### config.mk
export PLATFORM = sky130hd
export DESIGN_NAME = slot_timer_with_period_offset_top
export DESIGN_NICKNAME = d
export VERILOG_FILES = /design/src/stm_pkg.sv /design/src/stm_apb_regs.sv /design/src/stm_in_stage.sv /design/src/stm_core.sv /design/src/slot_timer_with_period_offset_top.sv
export VERILOG_INCLUDE_DIRS = /design/src /design/src/src
export SDC_FILE = /design/constraint.sdc
export NUM_CORES = 2
export LEC_CHECK = 0
export ABC_AREA = 1
export BUFFER_PORTS_ARGS = -buffer_cell sky130_fd_sc_hd__buf_2
export CORE_ASPECT_RATIO = 1.75
export CORE_UTILIZATION = 44
export CTS_CLUSTER_SIZE = 40
export DETAILED_ROUTE_END_ITERATION = 8
export GPL_TIMING_DRIVEN = 0
export PLACE_DENSITY = 0.7
export SLEW_MARGIN = 25
export SYNTH_ARGS = -nofsm -noshare
export SYNTH_HDL_FRONTEND = slang
export SYNTH_SLANG_ARGS = --single-unit
### constraint.sdc
create_clock -name clk -period 14 [get_ports clk]
set_input_delay 1.4 -clock clk [delete_from_list [all_inputs] [get_ports clk]]
set_output_delay 1.4 -clock clk [all_outputs]
set_load 0.01 [all_outputs]
### src/slot_timer_with_period_offset_top_defines.svh
// ----------------------------------------------------------------------------
// Slot timer assertion macros
// Shared assertion helpers for the slot timer RTL, clocked on clk and
// disabled while rst is high.
// ----------------------------------------------------------------------------
`ifndef SLOT_TIMER_WITH_PERIOD_OFFSET_TOP_DEFINES_SVH
`define SLOT_TIMER_WITH_PERIOD_OFFSET_TOP_DEFINES_SVH

// Check a property on every rising edge outside reset
`define STM_ASSERT(label, prop, msg) \
  label: assert property (@(posedge clk) disable iff (rst) prop) else $error(msg);

// Check that a condition is followed by an expression in the next cycle
`define STM_ASSERT_NEXT(label, cond, expr, msg) \
  label: assert property (@(posedge clk) disable iff (rst) (cond) |=> (expr)) else $error(msg);

`endif

### src/stm_pkg.sv
// ----------------------------------------------------------------------------
// Slot timer package
// Types, command codes, register indexes and reset constants shared by the
// slot timer modules.
// ----------------------------------------------------------------------------
package stm_pkg;

  // Counter width default and widest supported counter
  localparam int COUNT_WIDTH_DEF = 32;
  localparam int COUNT_MAX_W     = 32;

  // Configuration register widths and reset values
  localparam int TPU_W   = 5;
  localparam int GUARD_W = 10;
  localparam int PADDR_W = 3;
  localparam logic [TPU_W-1:0]       TPU_RESET         = 5'd16;
  localparam logic [GUARD_W-1:0]     GUARD_RESET       = 10'd50;
  localparam logic [COUNT_MAX_W-1:0] SLOT_PERIOD_RESET = 32'd1600000;

  // Input field widths
  localparam int PERIOD_US_W = 24;
  localparam int OFFSET_US_W = 21;

  // Register indexes, taken from paddr[2]
  localparam logic REG_TICKS_PER_US = 1'b0;
  localparam logic REG_GUARD_TICKS  = 1'b1;

  // Command codes
  typedef enum logic [2:0] {
    CMD_TICK   = 3'd0,
    CMD_START  = 3'd1,
    CMD_SET    = 3'd2,
    CMD_OFFSET = 3'd3,
    CMD_READ   = 3'd4
  } cmd_t;

  // Item after the input stage, with microseconds already scaled to ticks
  typedef struct packed {
    cmd_t                   cmd;
    logic [COUNT_MAX_W-1:0] period_ticks;
    logic [COUNT_MAX_W-1:0] delta_ticks;
  } item_t;

  // Result held in the output register
  typedef struct packed {
    logic [31:0] slot_elapsed;
    logic        offset_applied;
    logic        slot_event;
  } result_t;

endpackage

### src/stm_apb_regs.sv
// ----------------------------------------------------------------------------
// Slot timer configuration registers
// APB-style write and read access to ticks_per_us and guard_ticks.
// ----------------------------------------------------------------------------
module stm_apb_regs (
  input  logic                              clk,
  input  logic                              rst,
  input  logic                              psel,
  input  logic                              penable,
  input  logic                              pwrite,
  input  logic [stm_pkg::PADDR_W-1:0]       paddr,
  input  logic [31:0]                       pwdata,
  output logic [31:0]                       prdata,
  output logic                              pready,
  output logic [stm_pkg::TPU_W-1:0]         ticks_per_us,
  output logic [stm_pkg::GUARD_W-1:0]       guard_ticks
);

  logic wr_en;

  assign pready = 1'b1;
  assign wr_en  = psel && penable && pwrite;

  // Write a register on the access cycle
  always_ff @(posedge clk) begin
    if (rst) begin
      ticks_per_us <= stm_pkg::TPU_RESET;
      guard_ticks  <= stm_pkg::GUARD_RESET;
    end else if (wr_en) begin
      unique case (paddr[2])
        stm_pkg::REG_TICKS_PER_US: ticks_per_us <= pwdata[stm_pkg::TPU_W-1:0];
        stm_pkg::REG_GUARD_TICKS:  guard_ticks  <= pwdata[stm_pkg::GUARD_W-1:0];
        default: ;
      endcase
    end
  end

  // Read back the addressed register
  always_comb begin
    unique case (paddr[2])
      stm_pkg::REG_TICKS_PER_US: prdata = 32'(ticks_per_us);
      stm_pkg::REG_GUARD_TICKS:  prdata = 32'(guard_ticks);
      default:                   prdata = '0;
    endcase
  end

endmodule

### src/stm_in_stage.sv
// ----------------------------------------------------------------------------
// Slot timer input stage
// Registers each input transfer and scales its microsecond fields to ticks.
// ----------------------------------------------------------------------------
module stm_in_stage (
  input  logic                              clk,
  input  logic                              rst,
  input  logic                              s_tvalid,
  output logic                              s_tready,
  input  logic [2:0]                        cmd,
  input  logic [stm_pkg::PERIOD_US_W-1:0]   period_us,
  input  logic signed [stm_pkg::OFFSET_US_W-1:0] offset_us,
  input  logic [stm_pkg::TPU_W-1:0]         ticks_per_us,
  input  logic                              core_take,
  output logic                              item_valid,
  output stm_pkg::item_t                    item
);

  logic [31:0]    tpu_ext;
  logic [31:0]    period_ext;
  logic [31:0]    offset_ext;
  stm_pkg::item_t item_next;

  // Scale both fields; products wrap at 32 bits
  assign tpu_ext    = 32'(ticks_per_us);
  assign period_ext = 32'(period_us);
  assign offset_ext = 32'(offset_us);

  always_comb begin
    item_next.cmd          = stm_pkg::cmd_t'(cmd);
    item_next.period_ticks = period_ext * tpu_ext;
    item_next.delta_ticks  = offset_ext * tpu_ext;
  end

  // Take a new transfer when empty or when the core takes the held one
  assign s_tready = !item_valid || core_take;

  always_ff @(posedge clk) begin
    if (rst) begin
      item_valid <= 1'b0;
    end else if (s_tready) begin
      item_valid <= s_tvalid;
    end
  end

  // Hold the payload
  always_ff @(posedge clk) begin
    if (s_tvalid && s_tready) begin
      item <= item_next;
    end
  end

endmodule

### src/stm_core.sv
// ----------------------------------------------------------------------------
// Slot timer core
// Holds the counter, compare, period and stash, executes one item per cycle
// while its output register is free or being emptied, and registers its result.
// ----------------------------------------------------------------------------
`include "slot_timer_with_period_offset_top_defines.svh"

module stm_core #(
  parameter int COUNT_WIDTH = stm_pkg::COUNT_WIDTH_DEF
) (
  input  logic                              clk,
  input  logic                              rst,
  input  logic                              item_valid,
  input  stm_pkg::item_t                    item,
  input  logic [stm_pkg::GUARD_W-1:0]       guard_ticks,
  output logic                              core_take,
  output logic                              m_tvalid,
  input  logic                              m_tready,
  output stm_pkg::result_t                  res
);

  localparam int CW = COUNT_WIDTH;

  logic [CW-1:0] tick_count,     tick_count_next;
  logic [CW-1:0] compare_value,  compare_value_next;
  logic [CW-1:0] slot_period,    slot_period_next;
  logic [CW-1:0] stashed_period, stashed_period_next;
  logic          stash_valid,    stash_valid_next;
  logic          armed,          armed_next;
  stm_pkg::result_t res_next;

  logic          exec;
  logic [CW-1:0] count_inc;
  logic [CW-1:0] period_use;
  logic [CW-1:0] target;
  logic [CW-1:0] limit;
  logic [CW-1:0] left;

  // Execute when the output register is free or being emptied
  assign core_take = !m_tvalid || m_tready;
  assign exec      = item_valid && core_take;

  assign count_inc  = tick_count + 1'b1;
  assign period_use = stash_valid ? stashed_period : slot_period;
  assign target     = compare_value + item.delta_ticks[CW-1:0];
  assign limit      = tick_count + CW'(guard_ticks);
  assign left       = compare_value - tick_count;

  // Decode the command and work out the next state and result
  always_comb begin
    tick_count_next     = tick_count;
    compare_value_next  = compare_value;
    slot_period_next    = slot_period;
    stashed_period_next = stashed_period;
    stash_valid_next    = stash_valid;
    armed_next          = armed;
    res_next            = '0;
    unique case (item.cmd)
      stm_pkg::CMD_TICK: begin
        tick_count_next = count_inc;
        if (armed && count_inc == compare_value) begin
          res_next.slot_event = 1'b1;
          slot_period_next    = period_use;
          stash_valid_next    = 1'b0;
          compare_value_next  = compare_value + period_use;
        end
      end
      stm_pkg::CMD_START: begin
        compare_value_next = tick_count + slot_period;
        armed_next         = 1'b1;
      end
      stm_pkg::CMD_SET: begin
        slot_period_next   = item.period_ticks[CW-1:0];
        compare_value_next = tick_count + item.period_ticks[CW-1:0];
      end
      stm_pkg::CMD_OFFSET: begin
        if (target > limit) begin
          stashed_period_next     = slot_period;
          stash_valid_next        = 1'b1;
          slot_period_next        = slot_period + item.delta_ticks[CW-1:0];
          compare_value_next      = target;
          res_next.offset_applied = 1'b1;
        end
      end
      stm_pkg::CMD_READ: begin
        res_next.slot_elapsed = 32'(slot_period - left);
      end
      default: ;
    endcase
  end

  // Update the timer state
  always_ff @(posedge clk) begin
    if (rst) begin
      tick_count     <= '0;
      compare_value  <= '0;
      slot_period    <= stm_pkg::SLOT_PERIOD_RESET[CW-1:0];
      stashed_period <= '0;
      stash_valid    <= 1'b0;
      armed          <= 1'b0;
    end else if (exec) begin
      tick_count     <= tick_count_next;
      compare_value  <= compare_value_next;
      slot_period    <= slot_period_next;
      stashed_period <= stashed_period_next;
      stash_valid    <= stash_valid_next;
      armed          <= armed_next;
    end
  end

  // Output register valid
  always_ff @(posedge clk) begin
    if (rst) begin
      m_tvalid <= 1'b0;
    end else if (core_take) begin
      m_tvalid <= item_valid;
    end
  end

  // Output register payload
  always_ff @(posedge clk) begin
    if (exec) begin
      res <= res_next;
    end
  end

  // Once armed, the timer stays armed until reset
  `STM_ASSERT_NEXT(a_armed_holds, armed, armed, "armed flag dropped")
  // Only a tick can raise a slot event
  `STM_ASSERT_NEXT(a_event_on_tick, exec && item.cmd != stm_pkg::CMD_TICK, !res.slot_event, "slot event outside tick")
  // A tick advances the counter by one
  `STM_ASSERT_NEXT(a_tick_counts, exec && item.cmd == stm_pkg::CMD_TICK, tick_count == CW'($past(tick_count) + 1'b1), "tick did not advance counter")
  // A new stash is always reported as an applied offset
  `STM_ASSERT(a_stash_reported, $rose(stash_valid) |-> res.offset_applied && m_tvalid, "stash without applied offset")

endmodule

### src/slot_timer_with_period_offset_top.sv
// Path: each input transfer is held in the input register, its result then in the output register.
// Throughput: one item per cycle unless m_tready stalls the result stream; the state update loop in stm_core sets this.
// While a result waits on m_tready the input register takes one more item, then s_tready drops.
// Reset: synchronous rst clears both pipeline valids, zeroes counter, compare and stash,
// disarms the timer, loads the 1600000-tick period and the register reset values.
// ----------------------------------------------------------------------------
// Slot timer with period offset, top level
// Periodic compare timer with stashed period and guarded one-slot offset,
// streaming command input, streaming result output and APB-style registers.
// ----------------------------------------------------------------------------
module slot_timer_with_period_offset_top #(
  parameter int COUNT_WIDTH = stm_pkg::COUNT_WIDTH_DEF
) (
  input  logic                        clk,
  input  logic                        rst,
  // Command stream
  input  logic                        s_tvalid,
  output logic                        s_tready,
  input  logic [47:0]                 s_tdata,  // period_us[23:0], offset_us[44:24], zero pad
  input  logic [2:0]                  s_tuser,  // cmd[2:0]
  // Result stream
  output logic                        m_tvalid,
  input  logic                        m_tready,
  output logic [39:0]                 m_tdata,  // slot_event[0], offset_applied[1],
                                                // slot_elapsed[33:2], zero pad
  // Configuration port
  input  logic                        psel,
  input  logic                        penable,
  input  logic                        pwrite,
  input  logic [stm_pkg::PADDR_W-1:0] paddr,
  input  logic [31:0]                 pwdata,
  output logic [31:0]                 prdata,
  output logic                        pready
);

  logic [stm_pkg::TPU_W-1:0]   ticks_per_us;
  logic [stm_pkg::GUARD_W-1:0] guard_ticks;
  logic                        core_take;
  logic                        item_valid;
  stm_pkg::item_t              item;
  stm_pkg::result_t            res;

  stm_apb_regs u_regs (
    .clk          (clk),
    .rst          (rst),
    .psel         (psel),
    .penable      (penable),
    .pwrite       (pwrite),
    .paddr        (paddr),
    .pwdata       (pwdata),
    .prdata       (prdata),
    .pready       (pready),
    .ticks_per_us (ticks_per_us),
    .guard_ticks  (guard_ticks)
  );

  stm_in_stage u_in (
    .clk          (clk),
    .rst          (rst),
    .s_tvalid     (s_tvalid),
    .s_tready     (s_tready),
    .cmd          (s_tuser),
    .period_us    (s_tdata[23:0]),
    .offset_us    (s_tdata[44:24]),
    .ticks_per_us (ticks_per_us),
    .core_take    (core_take),
    .item_valid   (item_valid),
    .item         (item)
  );

  stm_core #(
    .COUNT_WIDTH (COUNT_WIDTH)
  ) u_core (
    .clk         (clk),
    .rst         (rst),
    .item_valid  (item_valid),
    .item        (item),
    .guard_ticks (guard_ticks),
    .core_take   (core_take),
    .m_tvalid    (m_tvalid),
    .m_tready    (m_tready),
    .res         (res)
  );

  // Pack the result transfer
  assign m_tdata = {6'b0, res.slot_elapsed, res.offset_applied, res.slot_event};

endmodule

==> run_results.csv <==
group,metric,value,unit
yosys,synthCells,4547,
route,wl_met3,7.15,mm
global_routing,grt_max_degree,57,
cts,cts-resized-gates,0,
sta,drv_slew,0,
yosys,synth_most_common_cell,"nand2_1",
setup_path,required,14.45,ns
yosys,synthTopCellsByArea,"nand2_1 15%, ha_1 12%, fa_1 11%, dfxtp_1 9.8%, edfxtp_1 9.3%",
cts,cts_setup_buffers,0,
yosys,synth_flop_cell,"dfxtp_1",
place,io_buffers,111,
flow_run,max-cap-violations,0,
sta,whs,0.467,ns
cells_and_area,nets,5262,
sta,relSlewSlack,18.0,%
cells_and_area,syn_to_final_growth,9.01,%
cts,clock-root-buffer,"clkbuf_16",
cts,clk_latency,0.64,ns
yosys,yosysTopAreaCell,"nand2_1",
floorplan,die_h,348,um
yosys,async_flop_share,0,%
yosys,avgSynthCellArea,6.61,um2
cts,cts_made_buffers,25,
floorplan,die-area,69400,um2
yosys,synth_seq_area_share,19.1,%
power_and_ir_drop,leakage,16.8,nW
floorplan,io_pins,168,
route,drc_errors,0,
cts,clock-sinks,240,
global_routing,grt-ovfl-total,0,
yosys,ys_warn_count,0,
yosys,synth_xor_area_share,3.66,%
floorplan,fp.dieW,200,um
cts,htree_levels,1,
sta,fin_crit,8.25,ns
setup_path,crit_family,"simple AND/OR/NAND/NOR gates",
floorplan,start_util,44.6,%
setup_path,path_max_fanout,10,
cts,holdBufCountCts,0,
global_routing,grt_use_total,40.2,%
cts,cts_tree,"built",
yosys,netlist_area,30100,um2
route,wl_met2,68.3,mm
place,gp_congestion,1.04,
route,drt-pass1-iter-count,6,
floorplan,rows,126,
cells_and_area,drive_gt1_share,5.41,%
setup_path,critPathArrivalTime,8.71,ns
sta,tns,0,ns
power_and_ir_drop,ir_drop,0.0000738,V
status,outcome,"complete, no violations",
yosys,synth_top_family_by_area,"simple AND/OR/NAND/NOR gates",
setup_path,cp-start-kind,"flip-flop",
yosys,synth-compound-area-share,15.2,%
global_routing,grt_pass1_vias,32600,
yosys,synthMuxAreaShare,0,%
route,dr.max_layer_used,"met5",
sta,fin_crit_sh,58.9,%
sta,fmax,121,MHz
yosys,ys_seq_elements,240,
global_routing,grt_pass1_wl,199,mm
power_and_ir_drop,power.density,82.0,nW/um2
global_routing,antenna_found_initial,6,
route,vias,31800,
cts,clkSlewWorstSetupHoldPaths,0.08,ns
route,wl_per_cell,24.5,um
yosys,ys_types,50,
yosys,synth_commonest_cells,"1198 x nand2_1, 631 x inv_1, 489 x nor2_1",
sta,rsz0062_at_grt,"no",
sta,fin_skew,0.0591,ns
setup_path,critical_path_class,"flip-flop to flip-flop",
yosys,yosys.area_share.simple,28.8,%
setup_path,cp.buffers_inverters,4,
yosys,synth_edf_count,93,
cts,clk_path_buf_depth,3,
route,first_iter_violations,1919,
yosys,synthAdderAreaFrac,23.0,%
route,totalWireLength,138,mm
setup_path,reg2reg_slack,5.75,ns
yosys,synth_top_area_share,15.0,%
setup_path,endpoint_kind,"flip-flop",
setup_path,slowest_delay,0.93,ns
route,vias_per_cell,5.65,
route,met1_length,43.7,mm
sta,final-setup-viol-count,0,
place,dp_hpwl,117,mm
floorplan,core_area,67500,um2
worst_hold_path,min_path_type,"flip-flop to flip-flop",
setup_path,crit_slowest_cell,"nor4_1",
sta,finalHoldViolations,0,
sta,worstMarginPinSlew,1.23,ns
route,detail-route-antenna-nets,0,
[layer usage]
layer | track usage [%] | up-vias
met2 | 71.6 | 1258
met3 | 6.55 | 638
li1 | - | 15100
met5 | 0 | -
met1 | 35.8 | 14800
met4 | 44.9 | 2
[worst reg2reg max path, cell delays in order (launching register included)]
cell,delay (ns)
dfxtp_1,0.67
ha_1,0.28
inv_1,0.06
fa_1,0.40
o21ai_0,0.33
a31oi_1,0.19
o21ai_0,0.38
a21boi_2,0.10
buf_6,0.18
nor2_1,0.65
nand2_1,0.28
nor2_1,0.36
nand2_1,0.13
xor2_1,0.17
ha_1,0.28
nand2_1,0.05
nor2_1,0.18
nand2_1,0.15
nor4_1,0.93
nand3_1,0.16
nand2_1,0.24
nor2_1,0.14
nand2_1,0.16
clkbuf_1,0.72
clkbuf_1,0.58
nor2_1,0.10
a21oi_1,0.15
nor2_1,0.05
[registers in the layout, summed over array words and instances (netlist names), 5 cells and up]
| name | flops |
|---|---|
| u_core.compare_value | 32 |
| u_core.res | 34 |
| u_core.slot_period | 32 |
| u_core.stashed_period | 32 |
| u_core.tick_count | 32 |
| u_in.item | 59 |
| u_regs.guard_ticks | 10 |
| u_regs.ticks_per_us | 5 |
[through the flow]
stage	power (mW)	setup slack, ns	util (%)	instances	instance area, um2
final	2.69	5.75	48.6	5637	32800
after global routing	2.82	5.90	48.6	5632	32800
after CTS	2.65	6.31	48.5	5630	32700
after detailed placement	1.95	6.36	47.3	5584	31900
after global placement	1.94	5.80	47.2	5581	31800
after floorplan	1.56	8.93	-	4574	30200
[worst paths after layout]
path / start / to / depth (start not counted)
max: u_core.tick_count[0] / u_core.stashed_period[21] / 27
min: u_core.stashed_period[31] / u_core.stashed_period[31] / 2
max reg2reg: u_core.tick_count[0] / u_core.stashed_period[21] / 27
min reg2reg: u_core.stashed_period[31] / u_core.stashed_period[31] / 2
[layout make-up]
cell class | count | area (um2)
inverter | 640 | 2400
multi-input combinational | 3555 | 21400
tap | 896 | 1120
sequential | 240 | 5740
antenna | 6 | 15.0
fill | 7280 | 34700
clock buffer | 27 | 633
clock inverter | 19 | 165
buffer | 139 | 688
timing repair buffer | 115 | 622
[cell families (layout without fill, tap and decap cells)]
logic type | count (synthesis) | count (layout)
buf+inv | 779 | 940
simple gates | 2102 | 2102
xor+xnor | 124 | 124
fa+ha+maj | 453 | 453
compound gates | 847 | 847
flops | 240 | 240
other cells | 2 | 35
[where the power goes]
part | switching [mW] | leakage [nW] | total, mW | internal (mW)
Combinational | 0.789 | 14.3 | 1.15 | 0.359
Clock | 0.350 | 0.381 | 0.703 | 0.353
Sequential | 0.0539 | 2.10 | 0.836 | 0.782
Total | 1.19 | 16.8 | 2.69 | 1.49
[layout by cell type (no fill, tap or decap), types with 25 or more instances in the layout]
master,synthesis,routed
conb_1,2,29
edfxtp_1,93,93
dfxtp_1,147,147
xor2_1,78,78
nand3_1,234,234
buf_2,12,125
buf_4,31,32
nor2_1,489,488
xnor2_1,45,45
clkbuf_1,75,71
clkbuf_16,0,25
fa_1,166,166
nand2_1,1198,1198
o211ai_1,26,26
a21oi_1,412,411
nor3_1,33,31
ha_1,287,287
inv_1,631,630
o21ai_0,308,306
nand4_1,73,73
Note: power is estimated with default switching activity, not from simulation.
